===== config.mk =====
export PLATFORM = sky130hd
export DESIGN_NAME = chacha20_keystream_rng
export DESIGN_NICKNAME = d
export VERILOG_FILES = /design/src/ckr_pkg.sv /design/src/ckr_ram.sv /design/src/ckr_qr_step.sv /design/src/chacha20_keystream_rng.sv
export SDC_FILE = /design/constraint.sdc
export NUM_CORES = 2
export LEC_CHECK = 0
export BUFFER_PORTS_ARGS = -buffer_cell sky130_fd_sc_hd__buf_2
export CAP_MARGIN = 25
export CORE_MARGIN = 2
export CORE_UTILIZATION = 40
export DETAILED_ROUTE_END_ITERATION = 8
export SETUP_SLACK_MARGIN = 0.15
export SYNTH_ARGS = -nofsm -noshare
export SYNTH_HDL_FRONTEND = slang
export SYNTH_SLANG_ARGS = --single-unit

===== constraint.sdc =====
create_clock -name clk -period 64.3 [get_ports clk]
set_input_delay 12.86 -clock clk [delete_from_list [all_inputs] [get_ports clk]]
set_output_delay 12.86 -clock clk [all_outputs]
set_load 0.03 [all_outputs]

===== src/ckr_pkg.sv =====
// ============================================================================
// ckr_pkg - shared types and constants of the ChaCha20 keystream RNG
// Block geometry, register map, quarter-round step codes and state words.
// ============================================================================
`default_nettype none

package ckr_pkg;

    localparam int BLOCK_BYTES = 64;
    localparam int MAX_REQUEST = 64;
    localparam int WORDS       = 16;
    localparam int LANES       = 4;

    localparam int CFG_AW = 6;
    localparam int CFG_DW = 64;

    // mask on the low counter word that triggers a nonce reseed
    localparam logic [31:0] RESEED_MASK = 32'h0000_0FFF;

    localparam logic [31:0] SIGMA0 = 32'h6170_7865;
    localparam logic [31:0] SIGMA1 = 32'h3320_646e;
    localparam logic [31:0] SIGMA2 = 32'h7962_2d32;
    localparam logic [31:0] SIGMA3 = 32'h6b20_6574;

    // register indexes (byte address = 8 * index)
    localparam logic [2:0] REG_KEY01 = 3'd0;
    localparam logic [2:0] REG_KEY23 = 3'd1;
    localparam logic [2:0] REG_KEY45 = 3'd2;
    localparam logic [2:0] REG_KEY67 = 3'd3;
    localparam logic [2:0] REG_NONCE = 3'd4;

    typedef logic [31:0] word_t;

    typedef enum logic [2:0] {
        S_IDLE,
        S_ROUND,
        S_FEED,
        S_FETCH,
        S_EMIT
    } state_t;

    // one quarter round = four add / xor / rotate steps
    typedef enum logic [1:0] {
        STEP_AD16,
        STEP_CB12,
        STEP_AD8,
        STEP_CB7
    } step_t;

    typedef struct packed {
        word_t a;
        word_t b;
        word_t c;
        word_t d;
    } qr_words_t;

    function automatic word_t sigma_word(input logic [1:0] idx);
        word_t w;
        case (idx)
            2'd0:    w = SIGMA0;
            2'd1:    w = SIGMA1;
            2'd2:    w = SIGMA2;
            default: w = SIGMA3;
        endcase
        return w;
    endfunction

    // block input word: constants, key, counter, nonce
    function automatic word_t block_word(
        input logic [3:0]   idx,
        input logic [255:0] key,
        input logic [63:0]  ctr,
        input logic [63:0]  nonce
    );
        logic [2:0] ki;
        word_t      w;
        ki = idx[2:0] - 3'd4;
        if (idx[3:2] == 2'd0)
        begin
            w = sigma_word(idx[1:0]);
        end
        else if (idx[3:2] == 2'd3)
        begin
            case (idx[1:0])
                2'd0:    w = ctr[31:0];
                2'd1:    w = ctr[63:32];
                2'd2:    w = nonce[31:0];
                default: w = nonce[63:32];
            endcase
        end
        else
        begin
            w = key[{ki, 5'b00000} +: 32];
        end
        return w;
    endfunction

    // state word used by a lane: slot 0..3 is a, b, c, d
    function automatic logic [3:0] qr_index(
        input logic [1:0] lane,
        input logic [1:0] slot,
        input logic       diag
    );
        logic [1:0] col;
        col = diag ? (lane + slot) : lane;
        return {slot, col};
    endfunction

endpackage

`default_nettype wire


===== src/ckr_ram.sv =====
// ============================================================================
// ckr_ram - generic single-write, single-read RAM
// One write port, one read port, read data registered.
// ============================================================================
`default_nettype none

module ckr_ram #(
    parameter int WIDTH = 32,
    parameter int DEPTH = 16
) (
    input  wire logic                     clk,
    input  wire logic                     we,
    input  wire logic [$clog2(DEPTH)-1:0] waddr,
    input  wire logic [WIDTH-1:0]         wdata,
    input  wire logic                     re,
    input  wire logic [$clog2(DEPTH)-1:0] raddr,
    output      logic [WIDTH-1:0]         rdata
);

    logic [WIDTH-1:0] mem [DEPTH];

    always_ff @(posedge clk)
    begin
        if (we)
        begin
            mem[waddr] <= wdata;
        end
        if (re)
        begin
            rdata <= mem[raddr];
        end
    end

endmodule

`default_nettype wire


===== src/ckr_qr_step.sv =====
// ============================================================================
// ckr_qr_step - one step of a ChaCha quarter round
// Add, xor and rotate on one lane's four words; step code picks the pair.
// ============================================================================
`default_nettype none

module ckr_qr_step (
    input  wire ckr_pkg::step_t    step,
    input  wire ckr_pkg::qr_words_t words_in,
    output      ckr_pkg::qr_words_t words_out
);

    ckr_pkg::word_t sum_ab;
    ckr_pkg::word_t sum_cd;
    ckr_pkg::word_t mix_d;
    ckr_pkg::word_t mix_b;

    assign sum_ab = words_in.a + words_in.b;
    assign sum_cd = words_in.c + words_in.d;
    assign mix_d  = words_in.d ^ sum_ab;
    assign mix_b  = words_in.b ^ sum_cd;

    always_comb
    begin
        words_out = words_in;
        case (step)
            ckr_pkg::STEP_AD16:
            begin
                words_out.a = sum_ab;
                words_out.d = {mix_d[15:0], mix_d[31:16]};
            end
            ckr_pkg::STEP_CB12:
            begin
                words_out.c = sum_cd;
                words_out.b = {mix_b[19:0], mix_b[31:20]};
            end
            ckr_pkg::STEP_AD8:
            begin
                words_out.a = sum_ab;
                words_out.d = {mix_d[23:0], mix_d[31:24]};
            end
            ckr_pkg::STEP_CB7:
            begin
                words_out.c = sum_cd;
                words_out.b = {mix_b[24:0], mix_b[31:25]};
            end
            default:
            begin
                words_out = words_in;
            end
        endcase
    end

endmodule

`default_nettype wire


===== src/chacha20_keystream_rng.sv =====
// ============================================================================
// chacha20_keystream_rng - ChaCha20 keystream random byte generator
// Hands out keystream bytes per request, refilling a 64-byte block buffer.
// ============================================================================
// Usage:
//   Slave stream: one word is a request, s_tdata = {entropy, count}. Count
//   saturates at 64; a count of zero is dropped with no output and no state
//   change. Master stream: one word per byte, m_tlast on the request's last.
//   Requests are taken one at a time; s_tready is high only while idle.
//   Refill: when the 64-byte buffer is used up, a block is computed in the
//   working registers by four parallel quarter-round lanes, one add/xor/rotate
//   step per cycle, then the feed-forward add writes all 16 words into the
//   keystream RAM, one word a cycle. Bytes: one RAM read per word, then one
//   byte of that word per cycle while the receiver takes them. A stalled
//   receiver simply holds the output register; nothing is lost.
//   Reset: counter 0, nonce 0, keys 0, buffer marked empty (first request
//   refills). The keystream RAM has no reset and is never read unwritten.
//   Config: APB, 64-bit registers at 8*index; write only while idle. Writing
//   the nonce seed also replaces the running nonce at once.
// ============================================================================
`default_nettype none

module chacha20_keystream_rng #(
    parameter int DOUBLE_ROUNDS = 10
) (
    input  wire logic                         clk,
    input  wire logic                         rst_n,
    // request: [6:0] request_count, [70:7] entropy_sample, [71] zero
    input  wire logic                         s_tvalid,
    output      logic                         s_tready,
    input  wire logic [71:0]                  s_tdata,
    // result: [7:0] random_byte; m_tlast = last_of_request
    output      logic                         m_tvalid,
    input  wire logic                         m_tready,
    output      logic [7:0]                   m_tdata,
    output      logic                         m_tlast,
    // configuration
    input  wire logic                         psel,
    input  wire logic                         penable,
    input  wire logic                         pwrite,
    input  wire logic [ckr_pkg::CFG_AW-1:0]   paddr,
    input  wire logic [ckr_pkg::CFG_DW-1:0]   pwdata,
    output      logic [ckr_pkg::CFG_DW-1:0]   prdata,
    output      logic                         pready
);

    localparam int HALF_ROUNDS = 2 * DOUBLE_ROUNDS;
    localparam int HW          = $clog2(HALF_ROUNDS);
    localparam int AW          = $clog2(ckr_pkg::WORDS);

    // ---------------- state ----------------
    ckr_pkg::state_t state_reg, state_next;
    ckr_pkg::step_t  step_reg, step_next;
    logic [HW-1:0]   half_reg, half_next;     // half-round (column/diagonal)
    logic [AW-1:0]   feed_reg, feed_next;     // feed-forward word index
    logic [6:0]      pos_reg, pos_next;       // next byte in buffer, 64 = empty
    logic [6:0]      remain_reg, remain_next; // bytes still owed after current
    logic [63:0]     entropy_reg, entropy_next;
    logic [63:0]     ctr_reg, ctr_next;
    logic [63:0]     nonce_reg, nonce_next;
    logic [63:0]     seed_reg, seed_next;
    logic [63:0]     key_reg [4];
    logic [63:0]     key_next [4];
    ckr_pkg::word_t  x_reg [ckr_pkg::WORDS];
    ckr_pkg::word_t  x_next [ckr_pkg::WORDS];
    ckr_pkg::word_t  word_reg, word_next;     // copy of current buffer word
    logic            out_valid_reg, out_valid_next;
    logic [7:0]      out_byte_reg, out_byte_next;
    logic            out_last_reg, out_last_next;

    // ---------------- keystream RAM ----------------
    logic            ram_we;
    logic [AW-1:0]   ram_waddr;
    ckr_pkg::word_t  ram_wdata;
    logic            ram_re;
    logic [AW-1:0]   ram_raddr;
    ckr_pkg::word_t  ram_rdata;

    ckr_ram #(
        .WIDTH(32),
        .DEPTH(ckr_pkg::WORDS)
    ) u_buf_ram (
        .clk   (clk),
        .we    (ram_we),
        .waddr (ram_waddr),
        .wdata (ram_wdata),
        .re    (ram_re),
        .raddr (ram_raddr),
        .rdata (ram_rdata)
    );

    // ---------------- quarter-round lanes ----------------
    ckr_pkg::qr_words_t lane_in  [ckr_pkg::LANES];
    ckr_pkg::qr_words_t lane_out [ckr_pkg::LANES];
    logic               diag;

    assign diag = half_reg[0];

    always_comb
    begin
        for (int j = 0; j < ckr_pkg::LANES; j++)
        begin
            lane_in[j].a = x_reg[ckr_pkg::qr_index(2'(j), 2'd0, diag)];
            lane_in[j].b = x_reg[ckr_pkg::qr_index(2'(j), 2'd1, diag)];
            lane_in[j].c = x_reg[ckr_pkg::qr_index(2'(j), 2'd2, diag)];
            lane_in[j].d = x_reg[ckr_pkg::qr_index(2'(j), 2'd3, diag)];
        end
    end

    for (genvar j = 0; j < ckr_pkg::LANES; j++)
    begin : g_lane
        ckr_qr_step u_step (
            .step      (step_reg),
            .words_in  (lane_in[j]),
            .words_out (lane_out[j])
        );
    end

    // ---------------- handshake and decode ----------------
    logic [6:0]     req_count;
    logic [6:0]     req_sat;
    logic           accept;
    logic           out_fire;
    logic           round_done;
    logic           feed_done;
    logic           cfg_wr;
    logic [2:0]     cfg_idx;
    logic [255:0]   key_packed;
    logic [63:0]    ctr_inc;
    ckr_pkg::word_t x_init [ckr_pkg::WORDS];

    assign s_tready   = (state_reg == ckr_pkg::S_IDLE);
    assign accept     = s_tvalid & s_tready;
    assign req_count  = s_tdata[6:0];
    assign req_sat    = (req_count > 7'(ckr_pkg::MAX_REQUEST)) ?
                        7'(ckr_pkg::MAX_REQUEST) : req_count;
    assign out_fire   = out_valid_reg & m_tready;
    assign round_done = (step_reg == ckr_pkg::STEP_CB7) &&
                        (half_reg == HW'(HALF_ROUNDS - 1));
    assign feed_done  = (feed_reg == AW'(ckr_pkg::WORDS - 1));
    assign cfg_wr     = psel & penable & pwrite & pready;
    assign cfg_idx    = paddr[5:3];
    assign key_packed = {key_reg[3], key_reg[2], key_reg[1], key_reg[0]};
    assign ctr_inc    = ctr_reg + 64'd1;
    assign pready     = 1'b1;

    assign m_tvalid = out_valid_reg;
    assign m_tdata  = out_byte_reg;
    assign m_tlast  = out_last_reg;

    always_comb
    begin
        for (int i = 0; i < ckr_pkg::WORDS; i++)
        begin
            x_init[i] = ckr_pkg::block_word(4'(i), key_packed, ctr_reg, nonce_reg);
        end
    end

    // ---------------- next state ----------------
    always_comb
    begin
        state_next = state_reg;
        case (state_reg)
            ckr_pkg::S_IDLE:
            begin
                if (accept && (req_sat != 7'd0))
                begin
                    state_next = pos_reg[6] ? ckr_pkg::S_ROUND : ckr_pkg::S_FETCH;
                end
            end
            ckr_pkg::S_ROUND:
            begin
                if (round_done)
                begin
                    state_next = ckr_pkg::S_FEED;
                end
            end
            ckr_pkg::S_FEED:
            begin
                if (feed_done)
                begin
                    state_next = ckr_pkg::S_FETCH;
                end
            end
            ckr_pkg::S_FETCH:
            begin
                state_next = ckr_pkg::S_EMIT;
            end
            ckr_pkg::S_EMIT:
            begin
                if (out_fire)
                begin
                    if (remain_reg == 7'd0)
                    begin
                        state_next = ckr_pkg::S_IDLE;
                    end
                    else if (pos_reg[6])
                    begin
                        state_next = ckr_pkg::S_ROUND;
                    end
                    else if (pos_reg[1:0] != 2'd0)
                    begin
                        state_next = ckr_pkg::S_EMIT;
                    end
                    else
                    begin
                        state_next = ckr_pkg::S_FETCH;
                    end
                end
            end
            default:
            begin
                state_next = ckr_pkg::S_IDLE;
            end
        endcase
    end

    // ---------------- datapath and outputs ----------------
    always_comb
    begin
        step_next      = step_reg;
        half_next      = half_reg;
        feed_next      = feed_reg;
        pos_next       = pos_reg;
        remain_next    = remain_reg;
        entropy_next   = entropy_reg;
        ctr_next       = ctr_reg;
        nonce_next     = nonce_reg;
        seed_next      = seed_reg;
        key_next       = key_reg;
        x_next         = x_reg;
        word_next      = word_reg;
        out_valid_next = out_valid_reg;
        out_byte_next  = out_byte_reg;
        out_last_next  = out_last_reg;
        ram_we         = 1'b0;
        ram_waddr      = feed_reg;
        ram_wdata      = x_reg[feed_reg] +
                         ckr_pkg::block_word(feed_reg, key_packed, ctr_reg, nonce_reg);
        ram_re         = 1'b0;
        ram_raddr      = pos_reg[5:2];

        case (state_reg)
            ckr_pkg::S_IDLE:
            begin
                if (accept && (req_sat != 7'd0))
                begin
                    remain_next  = req_sat;
                    entropy_next = s_tdata[70:7];
                    if (pos_reg[6])
                    begin
                        x_next    = x_init;
                        half_next = '0;
                        step_next = ckr_pkg::STEP_AD16;
                        feed_next = '0;
                    end
                    else
                    begin
                        ram_re = 1'b1;
                    end
                end
            end
            ckr_pkg::S_ROUND:
            begin
                for (int j = 0; j < ckr_pkg::LANES; j++)
                begin
                    x_next[ckr_pkg::qr_index(2'(j), 2'd0, diag)] = lane_out[j].a;
                    x_next[ckr_pkg::qr_index(2'(j), 2'd1, diag)] = lane_out[j].b;
                    x_next[ckr_pkg::qr_index(2'(j), 2'd2, diag)] = lane_out[j].c;
                    x_next[ckr_pkg::qr_index(2'(j), 2'd3, diag)] = lane_out[j].d;
                end
                step_next = ckr_pkg::step_t'(step_reg + 2'd1);
                if (step_reg == ckr_pkg::STEP_CB7)
                begin
                    half_next = half_reg + HW'(1);
                end
            end
            ckr_pkg::S_FEED:
            begin
                ram_we    = 1'b1;
                feed_next = feed_reg + AW'(1);
                if (feed_done)
                begin
                    // block done: bump counter, maybe reseed, rewind buffer
                    ctr_next = ctr_inc;
                    if ((ctr_inc[31:0] & ckr_pkg::RESEED_MASK) == 32'd0)
                    begin
                        nonce_next = nonce_reg ^ entropy_reg;
                    end
                    pos_next  = 7'd0;
                    ram_re    = 1'b1;
                    ram_raddr = '0;
                end
            end
            ckr_pkg::S_FETCH:
            begin
                word_next      = ram_rdata;
                out_valid_next = 1'b1;
                out_byte_next  = ram_rdata[{pos_reg[1:0], 3'b000} +: 8];
                out_last_next  = (remain_reg == 7'd1);
                pos_next       = pos_reg + 7'd1;
                remain_next    = remain_reg - 7'd1;
            end
            ckr_pkg::S_EMIT:
            begin
                if (out_fire)
                begin
                    out_valid_next = 1'b0;
                    if (remain_reg != 7'd0)
                    begin
                        if (pos_reg[6])
                        begin
                            x_next    = x_init;
                            half_next = '0;
                            step_next = ckr_pkg::STEP_AD16;
                            feed_next = '0;
                        end
                        else if (pos_reg[1:0] != 2'd0)
                        begin
                            // rest of the word is already held locally
                            out_valid_next = 1'b1;
                            out_byte_next  = word_reg[{pos_reg[1:0], 3'b000} +: 8];
                            out_last_next  = (remain_reg == 7'd1);
                            pos_next       = pos_reg + 7'd1;
                            remain_next    = remain_reg - 7'd1;
                        end
                        else
                        begin
                            ram_re = 1'b1;
                        end
                    end
                end
            end
            default:
            begin
                out_valid_next = 1'b0;
            end
        endcase

        // register writes (user writes only while idle; the block does not enforce it)
        if (cfg_wr)
        begin
            case (cfg_idx)
                ckr_pkg::REG_KEY01: key_next[0] = pwdata;
                ckr_pkg::REG_KEY23: key_next[1] = pwdata;
                ckr_pkg::REG_KEY45: key_next[2] = pwdata;
                ckr_pkg::REG_KEY67: key_next[3] = pwdata;
                ckr_pkg::REG_NONCE:
                begin
                    seed_next  = pwdata;
                    nonce_next = pwdata;
                end
                default:
                begin
                    seed_next = seed_reg;
                end
            endcase
        end
    end

    // register read-back
    always_comb
    begin
        case (cfg_idx)
            ckr_pkg::REG_KEY01: prdata = key_reg[0];
            ckr_pkg::REG_KEY23: prdata = key_reg[1];
            ckr_pkg::REG_KEY45: prdata = key_reg[2];
            ckr_pkg::REG_KEY67: prdata = key_reg[3];
            ckr_pkg::REG_NONCE: prdata = seed_reg;
            default:            prdata = '0;
        endcase
    end

    // ---------------- registers ----------------
    always_ff @(posedge clk or negedge rst_n)
    begin
        if (!rst_n)
        begin
            state_reg     <= ckr_pkg::S_IDLE;
            step_reg      <= ckr_pkg::STEP_AD16;
            half_reg      <= '0;
            feed_reg      <= '0;
            pos_reg       <= 7'(ckr_pkg::BLOCK_BYTES);
            remain_reg    <= '0;
            ctr_reg       <= '0;
            nonce_reg     <= '0;
            seed_reg      <= '0;
            key_reg       <= '{default: '0};
            out_valid_reg <= 1'b0;
        end
        else
        begin
            state_reg     <= state_next;
            step_reg      <= step_next;
            half_reg      <= half_next;
            feed_reg      <= feed_next;
            pos_reg       <= pos_next;
            remain_reg    <= remain_next;
            ctr_reg       <= ctr_next;
            nonce_reg     <= nonce_next;
            seed_reg      <= seed_next;
            key_reg       <= key_next;
            out_valid_reg <= out_valid_next;
        end
    end

    always_ff @(posedge clk)
    begin
        entropy_reg  <= entropy_next;
        x_reg        <= x_next;
        word_reg     <= word_next;
        out_byte_reg <= out_byte_next;
        out_last_reg <= out_last_next;
    end

    // ---------------- assertions ----------------
    a_valid_in_emit: assert property (@(posedge clk) disable iff (!rst_n)
        out_valid_reg |-> (state_reg == ckr_pkg::S_EMIT))
        else $error("output valid outside emit state");

    a_fetch_after_read: assert property (@(posedge clk) disable iff (!rst_n)
        (state_reg == ckr_pkg::S_FETCH) |-> $past(ram_re))
        else $error("fetch state without a preceding buffer read");

    a_no_read_empty: assert property (@(posedge clk) disable iff (!rst_n)
        ram_re |-> (!pos_reg[6] || (state_reg == ckr_pkg::S_FEED)))
        else $error("buffer read while empty");

    a_last_to_idle: assert property (@(posedge clk) disable iff (!rst_n)
        (out_fire && out_last_reg) |=> (state_reg == ckr_pkg::S_IDLE))
        else $error("request not finished after its last byte");

    a_pos_range: assert property (@(posedge clk) disable iff (!rst_n)
        !(pos_reg[6] && (pos_reg[5:0] != 6'd0)))
        else $error("buffer position beyond block");

endmodule

`default_nettype wire

# Word level (Yosys, flattened, before mapping)
# Memories as Yosys holds them, arrays and structs flattened. A register that Yosys moved wholly into a read port is not among the register bits.
# Index checks and enable logic that the tools add are counted.
# word_totals
elab_cells	360
mem_count	1
reg_bits	1094
ram_bits	512
out_inout_bits	76
inputBits	149
# memory_table
name	words	width	rd	rd_ports_with_merged_regs	wr	line	source
u_buf_ram.mem	16	32	1	1	1	ckr_ram.sv:20	logic [WIDTH-1:0] mem [DEPTH];
# classes
n_mux	180
n_bitwise	27
addsub	16
shift	3
n_lt_le_gt_ge	26
n_eq_ne	25
n_reduce_logical	47
# op_table
cell	n
512-bit bitwise mux	12
512-bit two-way mux	4
32-bit binary-select mux with 4-bit select	13
32-bit demux with 4-bit select	12
512-bit one-hot mux with 3 select lines	1
32-bit two-way mux	44
64-bit one-hot mux with 2 select lines	4
64-bit two-way mux	5
64-bit one-hot mux with 5 select lines	1
32-bit adder	9
32-bit one-hot mux with 2 select lines	4
256-bit by 9-bit variable part select with 32-bit output	1
32-bit bitwise XOR	8
32-bit one-hot mux with 3 select lines	1
31-bit one-hot mux with 3 select lines	1
7-bit two-way mux	11
5-bit >= comparator (second input constant)	13
64-bit by 1-bit adder with 64-bit output (second input constant)	1
32-bit by 6-bit variable part select with 8-bit output	2
64-bit bitwise XOR	1
5-bit by 1-bit less-than comparator with 1-bit output (second input constant)	12
4-bit NOT with 5-bit output	9
7-bit one-hot mux with 3 select lines	2
32-bit logical NOT	1
other kinds (46)	152

# Logic depth before layout (Yosys ltp)
# depth
ltp_word	21
depth_mapped	26

# By module
# From an unflattened synthesis, not the netlist that was laid out.
# hier_totals
hier_cells	9786
hier_area_um2	108939.5
# by_module_without_submodules
module	cells_per_inst	n_inst	area_each_um2
chacha20_keystream_rng	5134	1	62393.6
ckr_qr_step at g_lane[0].u_step ...	971	3	6727.7
ckr_ram	838	1	20155.6
ckr_qr_step at g_lane[3].u_step	901	1	6207.2

# Least setup slack after synthesis
# Ideal clock, no wire load.
# synth_timing
path_kind	input -> register
startpoint	input s_tdata[4]
endpoint	register step_reg[1]
path_stages	6
arrival_ns	62.132
setup_time_ns	2.002
n_path_buf	0
path_slack_ns	0.166
t_required_ns	62.298
path_cell_list	or4_1 o41ai_1 nand2_1 nand2b_1 a2111oi_1 o21ai_0
# synth_via
elab_chain_cells	6
# synth_lines
element	line	source
from (decl)	chacha20_keystream_rng.sv:31	input wire logic [71:0] s_tdata,
7-bit > comparator	chacha20_keystream_rng.sv:135	assign req_sat = (req_count > 7'(ckr_pkg::MAX_REQUEST)) ?
7-bit two-way mux (*)	chacha20_keystream_rng.sv:135	
7-bit nonzero test (*)	chacha20_keystream_rng.sv:246	if (accept && (req_sat != 7'd0))
1-bit logical AND (*)	chacha20_keystream_rng.sv:246	
2-bit by 1-bit != test with 1-bit output (no source line) (*)	n/a	
4-bit AND reduction (no source line) (*)	n/a	
to (signal assigned)	chacha20_keystream_rng.sv:380	step_reg <= ckr_pkg::STEP_AD16;
to (signal assigned)	chacha20_keystream_rng.sv:394	step_reg <= step_next;
to (decl)	chacha20_keystream_rng.sv:53	ckr_pkg::step_t step_reg, step_next;
# Mark *: on every way between the ends. The rest lies on a longest branch, timed or not.
# A chain may end at the register's enable or synchronous reset.

# Worst setup path in the final report
# layout_timing
startpoint	input paddr[3] (netlist name)
endpoint	output prdata[8] (netlist name)
# layout_via
elab_chain_cells	2
word_cells_on_any_way	6
cone_classes	eq/ne: 4; mux: 1; reduce/logical: 1
# layout_lines
element	line	source
from (decl)	chacha20_keystream_rng.sv:41	input wire logic [ckr_pkg::CFG_AW-1:0] paddr,
3-bit equality test, or another cell as far along	chacha20_keystream_rng.sv:364	case (cfg_idx)
64-bit one-hot mux with 5 select lines (*)	chacha20_keystream_rng.sv:364	
to (decl)	chacha20_keystream_rng.sv:43	output logic [ckr_pkg::CFG_DW-1:0] prdata,
# Marked as above.

==> reports/metrics.cfg <==
[run_status]
status = finished, violations left
violations = DRC

[clock_tree]
clk-insertion-delay-late_ps = 930
cts_made_buffers = 203
ctsHoldBuffers = 0
post-cts-setup-buffers = 0
ctsLongestPathBuffers = 4
ctsResizeCount = 0
clk_pin_slew_worst_paths_ps = 50
h-tree-depth = 4
root_buffer = clkbuf_16
clock-sinks = 1638
cts_tree = built

[worst_setup_path]
path_cells = buf_4 > buf_4 > nor2_4 > buf_4 > a22oi_1 > o22ai_1 > buf_2
cp_max_fo = 43
arrival_ps = 16180
path_class = primary input to primary output
cp_slowest_stage_delay_ps = 680
crit-reg2reg-capture = x_reg[356]
timing.rr.start = half_reg[0]
critPathBufInv = 4
r2r_slack_ps = 54400
required_ps = 51440
crit_slowest_cell = buf_4
critPathMostFrequentCell = buf_4
cp.depth = 7
crit_start = paddr[3]
crit_path_end = prdata[8]
crit_family = buffers and inverters
critPathCaptureType = primary output
cp-start-kind = primary input
reg2reg_depth = 17

[cells_and_area]
nNetsFinal = 10542
area_growth_pct = 12.34
drive_above_1_share_pct = 19.32

[yosys]
syn-num-nets = 10433
synth-edff-count = 1161
ys_warn_count = 0
postSynthCellCount = 9977
yosysSeqAreaShare_pct = 44.08
synth_cell_types = 111
synth.cell_area_sq_um = 106200
ys_ff_latch = 1638
async_flop_share_pct = 29.12
syn-mean-instance-area_sq_um = 10.64
synth_ff_type = edfxtp_1

[placement]
port_buffers = 219
hpwl_um = 474300
gp_congestion = 1.132

[timing]
maxSlewHeadroom_pct = 11.04
fmax_mhz = 34.44
tns_ps = 0
rsz0062_at_grt = no
hold_viol_final = 0
finalClockSkew_ps = 46.97
tightest_slew_ps = 1325
setup_viol = 0
min_period_over_period_pct = 45.16
period_needed_ps = 29040
drv_slew = 0

[global_routing]
antenna_found_initial = 121
grt_use_total_pct = 44.00
grt_pass1_wl_um = 795100
grt_pass1_vias = 85635
gr-total-overflow = 0
grt_max_degree = 205

[die]
dieWidth_um = 519.2
dieArea_sq_um = 269600
rows = 189
ios = 225
start_util_pct = 40.12
die_h_um = 519.2
coreArea_sq_um = 264600

[run]
drv_cap = 0

[detailed_routing]
wl_per_cell_um = 43.91
drt_iter0_drc = 15645
vias = 93500
via_per_inst = 6.748
first_pass_iters = 9
wl_um = 608500
drc = 2
ant_nets = 0

[worst_hold_path]
holdCritPathClass = register to register
min_from = u_buf_ram.rdata[10]

Yosys cell counts (218+ instances only):
| library cell | n | area, sq um |
|---|---|---|
| mux4_2 | 314 | 7072 |
| dfrtp_1 | 476 | 11910 |
| nand2_1 | 1277 | 4793 |
| mux2i_1 | 357 | 3573 |
| o21ai_0 | 505 | 2527 |
| xor2_1 | 218 | 1909 |
| a21oi_1 | 542 | 2713 |
| ha_1 | 298 | 3729 |
| mux2_2 | 547 | 6160 |
| clkbuf_1 | 537 | 2016 |
| xnor2_1 | 382 | 3346 |
| nor2_1 | 606 | 2275 |
| edfxtp_1 | 1161 | 34860 |
| inv_1 | 315 | 1182 |
routing by layer:
| metal | track usage, % | up-vias | routed length [um] |
|---|---|---|---|
| met2 | 60.88 | 6687 | 246700 |
| met1 | 53.02 | 47281 | 219200 |
| li1 | - | 37900 | - |
| met5 | 0 | - | 277 |
| met3 | 14.33 | 1588 | 70110 |
| met4 | 43.01 | 44 | 72240 |
cell type report:
class                   instances  area, sq um
repair buffers                596         4136
fillers                     24871       145300
inverters                     320         1209
clock inverters                94        953.4
flip-flops and latches       1638        46830
diodes                         78        195.2
clock buffers                 270         5649
multi-input cells            7327        55890
well taps                    3533         4420
worst min path at each step:
stage / slack, ps / endpoint / cells past startpoint
6_report: 440 / word_reg[10] / 0
5_1_grt: 460 / word_reg[10] / 0
4_1_cts: 450 / word_reg[10] / 0
3_5_place_dp: 440 / word_reg[20] / 0
3_3_place_gp: 420 / word_reg[25] / 0
2_1_floorplan: 420 / word_reg[10] / 0
cell families after synthesis:
family | Yosys count | share of synthesized area, %
adder cells (fa/ha/maj) | 307 | 3.681
flip-flops | 1638 | 44.08
AND/OR/NAND/NOR | 2627 | 10.89
other | 1 | 0.003532
buffers and inverters | 1012 | 3.705
XOR/XNOR | 641 | 5.820
multiplexers | 1218 | 15.83
AO/OA/AOI/OAI | 2533 | 16.00
through the flow:
| stage | util, % | setup slack, ps | hold slack (ps) | std cells | instance area, sq um |
|---|---|---|---|---|---|
| after floorplan | - | 166.0 | 420.7 | 9977 | 106200 |
| after global routing | 45.02 | 35250 | 458.8 | 13792 | 119100 |
| after global placement | 42.33 | 35390 | 423.6 | 13362 | 112000 |
| after detailed placement | 42.44 | 35420 | 437.9 | 13394 | 112300 |
| after CTS | 44.93 | 35430 | 446.2 | 13758 | 118900 |
| final | 45.08 | 35260 | 444.5 | 13856 | 119300 |
cell usage in the layout, fill, tap and decap left out, types with 334 or more instances in the layout:
master / count
mux2_2: 547
a21oi_1: 541
nand2_1: 1265
o21ai_0: 504
nor2_1: 600
xnor2_1: 374
edfxtp_1: 1161
buf_4: 355
mux2i_1: 334
dfrtp_1: 469
worst reg2reg max path: stages (launching register included):
cell,delay [ps]
dfrtp_4,770
buf_4,650
buf_12,560
buf_4,830
buf_4,790
buf_4,790
mux2_2,480
ha_1,420
o211ai_1,130
a21o_1,240
a21oi_2,780
a21boi_2,300
o31ai_1,490
a21oi_1,160
xnor2_1,700
xnor2_1,590
a222oi_1,680
o221ai_1,190
Power is left out: the tool's default activity adds up to more than one toggle a clock period on the data nets, which glitch-free logic cannot reach.
